--- config.mk ---
export PLATFORM = sky130hd
export DESIGN_NAME = gesture_count_debouncer
export DESIGN_NICKNAME = d
export VERILOG_FILES = /design/src/rtl/core/gcd_pkg.sv /design/src/rtl/core/gesture_count_debouncer.sv /design/src/rtl/core/gcd_update.sv
export SDC_FILE = /design/constraint.sdc
export NUM_CORES = 1
export LEC_CHECK = 0
export BUFFER_PORTS_ARGS = -buffer_cell sky130_fd_sc_hd__buf_2
export CORE_MARGIN = 2
export CORE_UTILIZATION = 65
export DETAILED_ROUTE_END_ITERATION = 6
export PLACE_DENSITY = 0.85
export SLEW_MARGIN = 20
export SYNTH_ARGS = -nofsm -noshare
export SYNTH_HDL_FRONTEND = slang
export SYNTH_SLANG_ARGS = --single-unit
export TNS_END_PERCENT = 10
--- constraint.sdc ---
create_clock -name i_clk -period 8.9 [get_ports i_clk]
set_input_delay 2.67 -clock i_clk [delete_from_list [all_inputs] [get_ports i_clk]]
set_output_delay 2.67 -clock i_clk [all_outputs]
set_load 0.05 [all_outputs]
--- src/rtl/core/gcd_pkg.sv ---
package gcd_pkg;

    // Gesture state codes
    localparam logic [1:0] ST_IDLE   = 2'd0;
    localparam logic [1:0] ST_ONE    = 2'd1;
    localparam logic [1:0] ST_TWO    = 2'd2;
    localparam logic [1:0] ST_OTHERS = 2'd3;

    // Configuration register indexes
    localparam logic [2:0] REG_ONE_HOLD      = 3'd0;
    localparam logic [2:0] REG_NONE_HOLD     = 3'd1;
    localparam logic [2:0] REG_TWO_HOLD      = 3'd2;
    localparam logic [2:0] REG_EARLY_ONE_LVL = 3'd3;
    localparam logic [2:0] REG_EARLY_TWO_LVL = 3'd4;
    localparam logic [2:0] REG_OTHERS_HOLD   = 3'd5;

    localparam int CFG_BITS  = 8;
    localparam int IDX_BITS  = 3;
    localparam int DATA_BITS = 8;

    // Register reset values
    localparam logic [CFG_BITS-1:0] RST_ONE_HOLD      = 8'd8;
    localparam logic [CFG_BITS-1:0] RST_NONE_HOLD     = 8'd5;
    localparam logic [CFG_BITS-1:0] RST_TWO_HOLD      = 8'd10;
    localparam logic [CFG_BITS-1:0] RST_EARLY_ONE_LVL = 8'd5;
    localparam logic [CFG_BITS-1:0] RST_EARLY_TWO_LVL = 8'd5;
    localparam logic [CFG_BITS-1:0] RST_OTHERS_HOLD   = 8'd5;

    typedef struct packed {
        logic [CFG_BITS-1:0] one_hold;
        logic [CFG_BITS-1:0] none_hold;
        logic [CFG_BITS-1:0] two_hold;
        logic [CFG_BITS-1:0] early_one_lvl;
        logic [CFG_BITS-1:0] early_two_lvl;
        logic [CFG_BITS-1:0] others_hold;
    } t_cfg;

endpackage

--- src/rtl/core/gesture_count_debouncer.sv ---
// Gesture count debouncer.
// Input stream s_axis: one beat per video frame, tdata[3:0] = finger count.
// Output stream m_axis: one beat per input beat, tdata[1:0] = gesture state
// (0 idle, 1 one finger, 2 two fingers, 3 others), in input order.
// The frame counters and gesture state update in the cycle a beat is accepted;
// its result goes to the output register, or to the skid register on a stall.
// Throughput: one beat per cycle while the skid register is empty.
// An output register plus a one-beat skid register let one more beat in while
// a result waits; s_axis_tready drops only when both are full, and rises again
// the cycle after m_axis drains a beat.
// Thresholds are written through i_cfg_wr_en / i_cfg_index / i_cfg_data,
// which take effect on the next accepted beat; write only while idle.
// Synchronous active-low reset restores default thresholds (8,5,10,5,5,5),
// clears the counters, sets the state to idle and empties both output stages.
module gesture_count_debouncer #(
    parameter int COUNTER_BITS = 8
) (
    input  logic                               i_clk,
    input  logic                               i_rst_n,
    input  logic                               s_axis_tvalid,
    output logic                               s_axis_tready,
    input  logic [7:0]                         s_axis_tdata,  // [3:0] finger_count
    output logic                               m_axis_tvalid,
    input  logic                               m_axis_tready,
    output logic [7:0]                         m_axis_tdata,  // [1:0] gesture_state
    input  logic                               i_cfg_wr_en,
    input  logic [gcd_pkg::IDX_BITS-1:0]       i_cfg_index,
    input  logic [gcd_pkg::DATA_BITS-1:0]      i_cfg_data
);
    import gcd_pkg::*;

    t_cfg r_cfg;

    logic [COUNTER_BITS-1:0] r_none_frames, n_none_frames;
    logic [COUNTER_BITS-1:0] r_one_frames,  n_one_frames;
    logic [COUNTER_BITS-1:0] r_two_frames,  n_two_frames;
    logic [COUNTER_BITS-1:0] r_other_frames, n_other_frames;
    logic [1:0]              r_gesture, n_gesture;

    logic       r_out_valid;
    logic [1:0] r_out_data;
    logic       r_skid_valid;
    logic [1:0] r_skid_data;

    logic w_accept;
    logic w_out_free;

    assign s_axis_tready = !r_skid_valid;
    assign w_accept      = s_axis_tvalid && !r_skid_valid;
    assign w_out_free    = !r_out_valid || m_axis_tready;

    assign m_axis_tvalid = r_out_valid;
    assign m_axis_tdata  = {6'd0, r_out_data};

    always_ff @(posedge i_clk) begin
        if (!i_rst_n) begin
            r_cfg.one_hold      <= RST_ONE_HOLD;
            r_cfg.none_hold     <= RST_NONE_HOLD;
            r_cfg.two_hold      <= RST_TWO_HOLD;
            r_cfg.early_one_lvl <= RST_EARLY_ONE_LVL;
            r_cfg.early_two_lvl <= RST_EARLY_TWO_LVL;
            r_cfg.others_hold   <= RST_OTHERS_HOLD;
        end else if (i_cfg_wr_en) begin
            case (i_cfg_index)
                REG_ONE_HOLD:      r_cfg.one_hold      <= i_cfg_data;
                REG_NONE_HOLD:     r_cfg.none_hold     <= i_cfg_data;
                REG_TWO_HOLD:      r_cfg.two_hold      <= i_cfg_data;
                REG_EARLY_ONE_LVL: r_cfg.early_one_lvl <= i_cfg_data;
                REG_EARLY_TWO_LVL: r_cfg.early_two_lvl <= i_cfg_data;
                REG_OTHERS_HOLD:   r_cfg.others_hold   <= i_cfg_data;
                default: ;
            endcase
        end
    end

    gcd_update #(
        .COUNTER_BITS(COUNTER_BITS)
    ) u_update (
        .i_finger_count(s_axis_tdata[3:0]),
        .i_cfg         (r_cfg),
        .i_none_frames (r_none_frames),
        .i_one_frames  (r_one_frames),
        .i_two_frames  (r_two_frames),
        .i_other_frames(r_other_frames),
        .i_gesture     (r_gesture),
        .o_none_frames (n_none_frames),
        .o_one_frames  (n_one_frames),
        .o_two_frames  (n_two_frames),
        .o_other_frames(n_other_frames),
        .o_gesture     (n_gesture)
    );

    always_ff @(posedge i_clk) begin
        if (!i_rst_n) begin
            r_none_frames  <= '0;
            r_one_frames   <= '0;
            r_two_frames   <= '0;
            r_other_frames <= '0;
            r_gesture      <= ST_IDLE;
        end else if (w_accept) begin
            r_none_frames  <= n_none_frames;
            r_one_frames   <= n_one_frames;
            r_two_frames   <= n_two_frames;
            r_other_frames <= n_other_frames;
            r_gesture      <= n_gesture;
        end
    end

    // Output register with a one-beat skid behind it
    always_ff @(posedge i_clk) begin
        if (!i_rst_n) begin
            r_out_valid  <= 1'b0;
            r_skid_valid <= 1'b0;
        end else if (w_out_free) begin
            r_out_valid  <= r_skid_valid || w_accept;
            r_skid_valid <= 1'b0;
        end else if (w_accept) begin
            r_skid_valid <= 1'b1;
        end
    end

    always_ff @(posedge i_clk) begin
        if (w_out_free) begin
            r_out_data <= r_skid_valid ? r_skid_data : n_gesture;
        end else if (w_accept) begin
            r_skid_data <= n_gesture;
        end
    end

endmodule

--- src/rtl/core/gcd_update.sv ---
module gcd_update #(
    parameter int COUNTER_BITS = 8
) (
    input  logic [3:0]              i_finger_count,
    input  gcd_pkg::t_cfg           i_cfg,
    input  logic [COUNTER_BITS-1:0] i_none_frames,
    input  logic [COUNTER_BITS-1:0] i_one_frames,
    input  logic [COUNTER_BITS-1:0] i_two_frames,
    input  logic [COUNTER_BITS-1:0] i_other_frames,
    input  logic [1:0]              i_gesture,
    output logic [COUNTER_BITS-1:0] o_none_frames,
    output logic [COUNTER_BITS-1:0] o_one_frames,
    output logic [COUNTER_BITS-1:0] o_two_frames,
    output logic [COUNTER_BITS-1:0] o_other_frames,
    output logic [1:0]              o_gesture
);
    import gcd_pkg::*;

    localparam int CMP_BITS = (COUNTER_BITS > CFG_BITS) ? COUNTER_BITS : CFG_BITS;
    localparam logic [COUNTER_BITS-1:0] CNT_MAX = {COUNTER_BITS{1'b1}};
    localparam logic [COUNTER_BITS-1:0] CNT_ONE = COUNTER_BITS'(1);

    function automatic logic [COUNTER_BITS-1:0] sat_inc(input logic [COUNTER_BITS-1:0] c);
        return (c == CNT_MAX) ? c : c + CNT_ONE;
    endfunction

    // Compare in a common width so a level above the counter range never matches
    function automatic logic reached(input logic [COUNTER_BITS-1:0] c,
                                     input logic [CFG_BITS-1:0] lvl);
        return CMP_BITS'(c) >= CMP_BITS'(lvl);
    endfunction

    logic [COUNTER_BITS-1:0] w_none_inc;
    logic [COUNTER_BITS-1:0] w_one_inc;
    logic [COUNTER_BITS-1:0] w_two_inc;
    logic [COUNTER_BITS-1:0] w_other_inc;

    assign w_none_inc  = sat_inc(i_none_frames);
    assign w_one_inc   = sat_inc(i_one_frames);
    assign w_two_inc   = sat_inc(i_two_frames);
    assign w_other_inc = sat_inc(i_other_frames);

    always_comb begin
        o_none_frames  = i_none_frames;
        o_one_frames   = i_one_frames;
        o_two_frames   = i_two_frames;
        o_other_frames = i_other_frames;
        o_gesture      = i_gesture;
        case (i_finger_count)
            4'd0: begin
                o_none_frames = w_none_inc;
                if (reached(w_none_inc, i_cfg.none_hold)) begin
                    o_one_frames   = '0;
                    o_other_frames = '0;
                    o_gesture      = ST_IDLE;
                end
            end
            4'd1: begin
                o_one_frames = w_one_inc;
                if (reached(w_one_inc, i_cfg.one_hold)) begin
                    o_none_frames  = '0;
                    o_two_frames   = '0;
                    o_other_frames = '0;
                    o_gesture      = ST_ONE;
                end
            end
            4'd2: begin
                o_two_frames = w_two_inc;
                if (reached(w_two_inc, i_cfg.two_hold) ||
                    (reached(i_one_frames, i_cfg.early_one_lvl) &&
                     reached(w_two_inc, i_cfg.early_two_lvl))) begin
                    o_none_frames  = '0;
                    o_one_frames   = '0;
                    o_other_frames = '0;
                    o_gesture      = ST_TWO;
                end
            end
            default: begin
                o_other_frames = w_other_inc;
                if (reached(w_other_inc, i_cfg.others_hold)) begin
                    o_none_frames = '0;
                    o_one_frames  = '0;
                    o_gesture     = ST_OTHERS;
                end
            end
        endcase
    end

endmodule

==> impl_metrics.py <==
metrics = {
    "final_layout": {
        "multi_input_area_sq_um": 3240,
        "final_cell_mix": "nand2_1, dfxtp_1, a21oi_1, ha_1, inv_1",
        "syn_to_final_growth_pct": 6.77,
        "post-route-util": 0.705,
        "layout-drive-gt1-share": 0.0775,
        "ff_latch_area_sq_um": 1800,
        "diodes": 0,
        "num-nets-final": 768,
        "fin_area_sq_um": 5700,
        "layout.cells.most_common": "nand2_1",
        "fill_cells": 664,
    },
    "setup_path": {
        "end_kind": "flop",
        "crit_type": "input port to flop",
        "critPathLaunchType": "input port",
        "critPathArrivalTime_ns": 4.84,
        "r2r-start": "r_other_frames[0]$_SDFFE_PN0P_",
        "r2r_setup_slack_ns": 5.12,
        "timing.rr.end": "r_out_data[1]$_DFFE_PP_",
        "r2r_cells": 11,
        "critPathRequiredTime_ns": 9.18,
        "path_max_fanout": 6,
    },
    "logic_synthesis": {
        "syn_area_per_cell_sq_um": 7.87,
        "synth_ff_type": "dfxtp_1",
        "synthCells": 679,
        "synthArstFlopShare": 0,
        "synth-seq-cells": 88,
        "ys_seq_area_frac": 0.337,
        "synthDistinctLibCells": 58,
        "yosysWarnings": 0,
        "synth_enable_flop_cells": 4,
        "syn_area_sq_um": 5340,
    },
    "cts": {
        "clk_latency_ns": 0.36,
        "path_clk_slew_ns": 0.09,
        "cts_tree": "yes",
        "cts_hold_buf": 0,
        "root_buffer": "clkbuf_8",
        "cts_sinks": 88,
        "cts-htree-levels": 3,
        "cts_made_buffers": 9,
        "clock_tree.buffer_depth": 2,
        "ctsResizeCount": 0,
        "postCtsSetupRepairBufs": 0,
    },
    "global_route": {
        "antenna_found_initial": 0,
        "gr-total-overflow": 0,
        "grt_pass1_wl_microns": 21000,
        "grtUsageMet2": 0.506,
        "grtUsageTotal": 0.299,
        "grtUsageMet1": 0.385,
        "grt_start_max_net_pins": 49,
        "grt_pass1_vias": 4604,
        "top_usage_layer": "met2",
        "gr-usage-met3": 0.0399,
    },
    "floorplan": {
        "rows": 33,
        "pin_count": 34,
        "die_w_microns": 94.7,
        "dieArea_sq_um": 8960,
        "core_area_sq_um": 8090,
        "die_h_microns": 94.7,
        "initial_core_util": 0.660,
    },
    "power": {
        "p_leak_nw": 2.24,
        "power_frac_comb": 0.109,
        "ir_drop_mv": 0.0890,
        "clkPwrFrac": 0.383,
        "p_int_w": 0.000598,
        "swShare": 0.261,
        "p_seq_frac": 0.508,
        "p_sw_w": 0.000211,
        "powerDensity_nw_per_um2": 142,
    },
    "sta": {
        "fmax_mhz": 220,
        "fin_crit_sh": 0.512,
        "slew_headroom": 0.490,
        "drv_slew": 0,
        "worst_slew_pin_slew_ns": 0.761,
        "fin_ws_ns": 4.35,
        "final_hold_viol_count": 0,
        "finClkSkew_ns": 0.0130,
        "rsz0062_at_grt": "false",
        "min_period_ns": 4.55,
        "setup-violations-final": 0,
        "final.setup.tns_ns": 0,
    },
    "route": {
        "dr.pass1.iters": 6,
        "drc": 0,
        "routed_wl_microns": 12800,
        "drtIter0Drc": 276,
        "via_per_inst": 6.05,
        "routedWlPerCell_microns": 15.9,
        "num_vias": 4849,
        "detail-route-antenna-nets": 0,
    },
    "min_path": {
        "holdPathEnd": "r_cfg[21]$_SDFFE_PN0P_",
        "hp-class": "flop to flop",
        "min_from": "r_cfg[21]$_SDFFE_PN0P_",
        "whs_path_depth": 2,
    },
    "placed_design": {
        "port_buffers": 23,
        "dp_slack_ns": 4.11,
        "dpl_cell_area_sq_um": 5480,
        "routabilityCongestion": 0.962,
        "hpwl_microns": 9280,
    },
    "run": {
        "drv_cap": 0,
    },
    "outcome": {
        "status": "finished, final reports clean",
    },
}
==> routing by layer <==
metal	routed length [microns]	share of wire	vias up
met5	0	0	-
met4	291	0.023	0
met3	719	0.056	23
met2	6190	0.48	170
met1	5580	0.44	2258
li1	-	-	2398
==> cell usage after synthesis, types with 2 or more instances <==
cell       instances  area share
nand4_1            9       0.011
nor2_1            31       0.022
and4_1             4      0.0066
o21a_1             9       0.013
mux2i_1           17       0.032
nand2_1          148        0.10
xor2_1             3      0.0049
a211oi_1           7      0.0098
and3_1            12       0.014
ha_1              52        0.12
a22oi_1            2      0.0028
o21ai_0           17       0.016
buf_4              8       0.011
a2111oi_0          3      0.0049
o31ai_1            5      0.0070
buf_1              2      0.0014
and2_0             2      0.0023
a32o_1             5      0.0094
inv_1             49       0.034
nor3b_1            2      0.0028
o211ai_1          12       0.017
nor2b_1            9       0.011
dfxtp_1           84        0.31
nand3_1           26       0.024
edfxtp_1           4       0.022
a31oi_1            9       0.011
nor3_1             7      0.0066
or2_2              2      0.0023
mux2_2             6       0.013
xnor2_1            8       0.013
a21oi_2            3      0.0049
and2_1             5      0.0059
a211o_1            3      0.0049
nand2b_1           8      0.0094
nor4_1             4      0.0047
clkbuf_1          16       0.011
o22a_1             2      0.0033
a21oi_1           64       0.060
==> flip-flops by register name, indices dropped and copies added, names as in the netlist <==
signal          count
m_axis_tvalid       1
r_cfg              48
r_gesture           2
r_none_frames       8
r_one_frames        8
r_other_frames      8
r_out_data          2
r_skid_data         2
r_skid_valid        1
r_two_frames        8
==> layout make-up <==
cell class                      instances  share of cell area
Clock buffer                           11              0.0248
Clock inverter                          5              0.0140
Inverter                               49              0.0323
Multi-Input combinational cell        520               0.568
Sequential cell                        88               0.316
Tap cell                              105              0.0230
Timing Repair Buffer                   24              0.0215
==> power by group through the flow <==
stage / Clock, W / Combinational (W) / Sequential [W]
floorplan: 0 / 0.0000568 / 0.000425
global placement: 0 / 0.0000831 / 0.000420
detailed placement: 0 / 0.0000861 / 0.000420
CTS: 0.000311 / 0.0000866 / 0.000411
global route: 0.000329 / 0.0000966 / 0.000412
finish: 0.000310 / 0.0000877 / 0.000411
==> metrics by stage <==
stage,cells,hold WS (ns),power [W]
floorplan,684,0.436,0.000482
global placement,786,0.444,0.000503
detailed placement,786,0.449,0.000506
CTS,802,0.461,0.000808
global route,802,0.489,0.000837
finish,802,0.460,0.000808
==> worst max-delay path by stage <==
stage | slack [ns] | cells past startpoint | endpoint | start
detailed placement | 4.11 | 5 | r_other_frames[7]$_SDFFE_PN0P_ | s_axis_tdata[3]
floorplan | 4.42 | 6 | r_out_data[0]$_DFFE_PP_ | s_axis_tdata[3]
finish | 4.35 | 7 | r_none_frames[6]$_SDFFE_PN0P_ | s_axis_tdata[0]
global placement | 4.15 | 6 | r_two_frames[4]$_SDFFE_PN0P_ | s_axis_tdata[0]
CTS | 4.41 | 6 | r_two_frames[6]$_SDFFE_PN0P_ | s_axis_tdata[0]
global route | 4.22 | 7 | r_none_frames[5]$_SDFFE_PN0P_ | s_axis_tdata[0]
==> critical path, stage by stage <==
cell and delay, ns:
buf_2 0.14, a211oi_1 0.67, a211oi_1 0.15, o31ai_1 0.20, o211ai_1 0.32, a21oi_2 0.44, mux2i_1 0.25
==> kinds of logic after synthesis <==
family | share of synthesized area
xor+xnor | 0.0180
simple gates | 0.232
buf+inv | 0.0593
other cells | 0.000702
mux | 0.0445
compound gates | 0.186
flops | 0.337
fa+ha+maj | 0.122
Note: power is estimated with default switching activity, not from simulation.
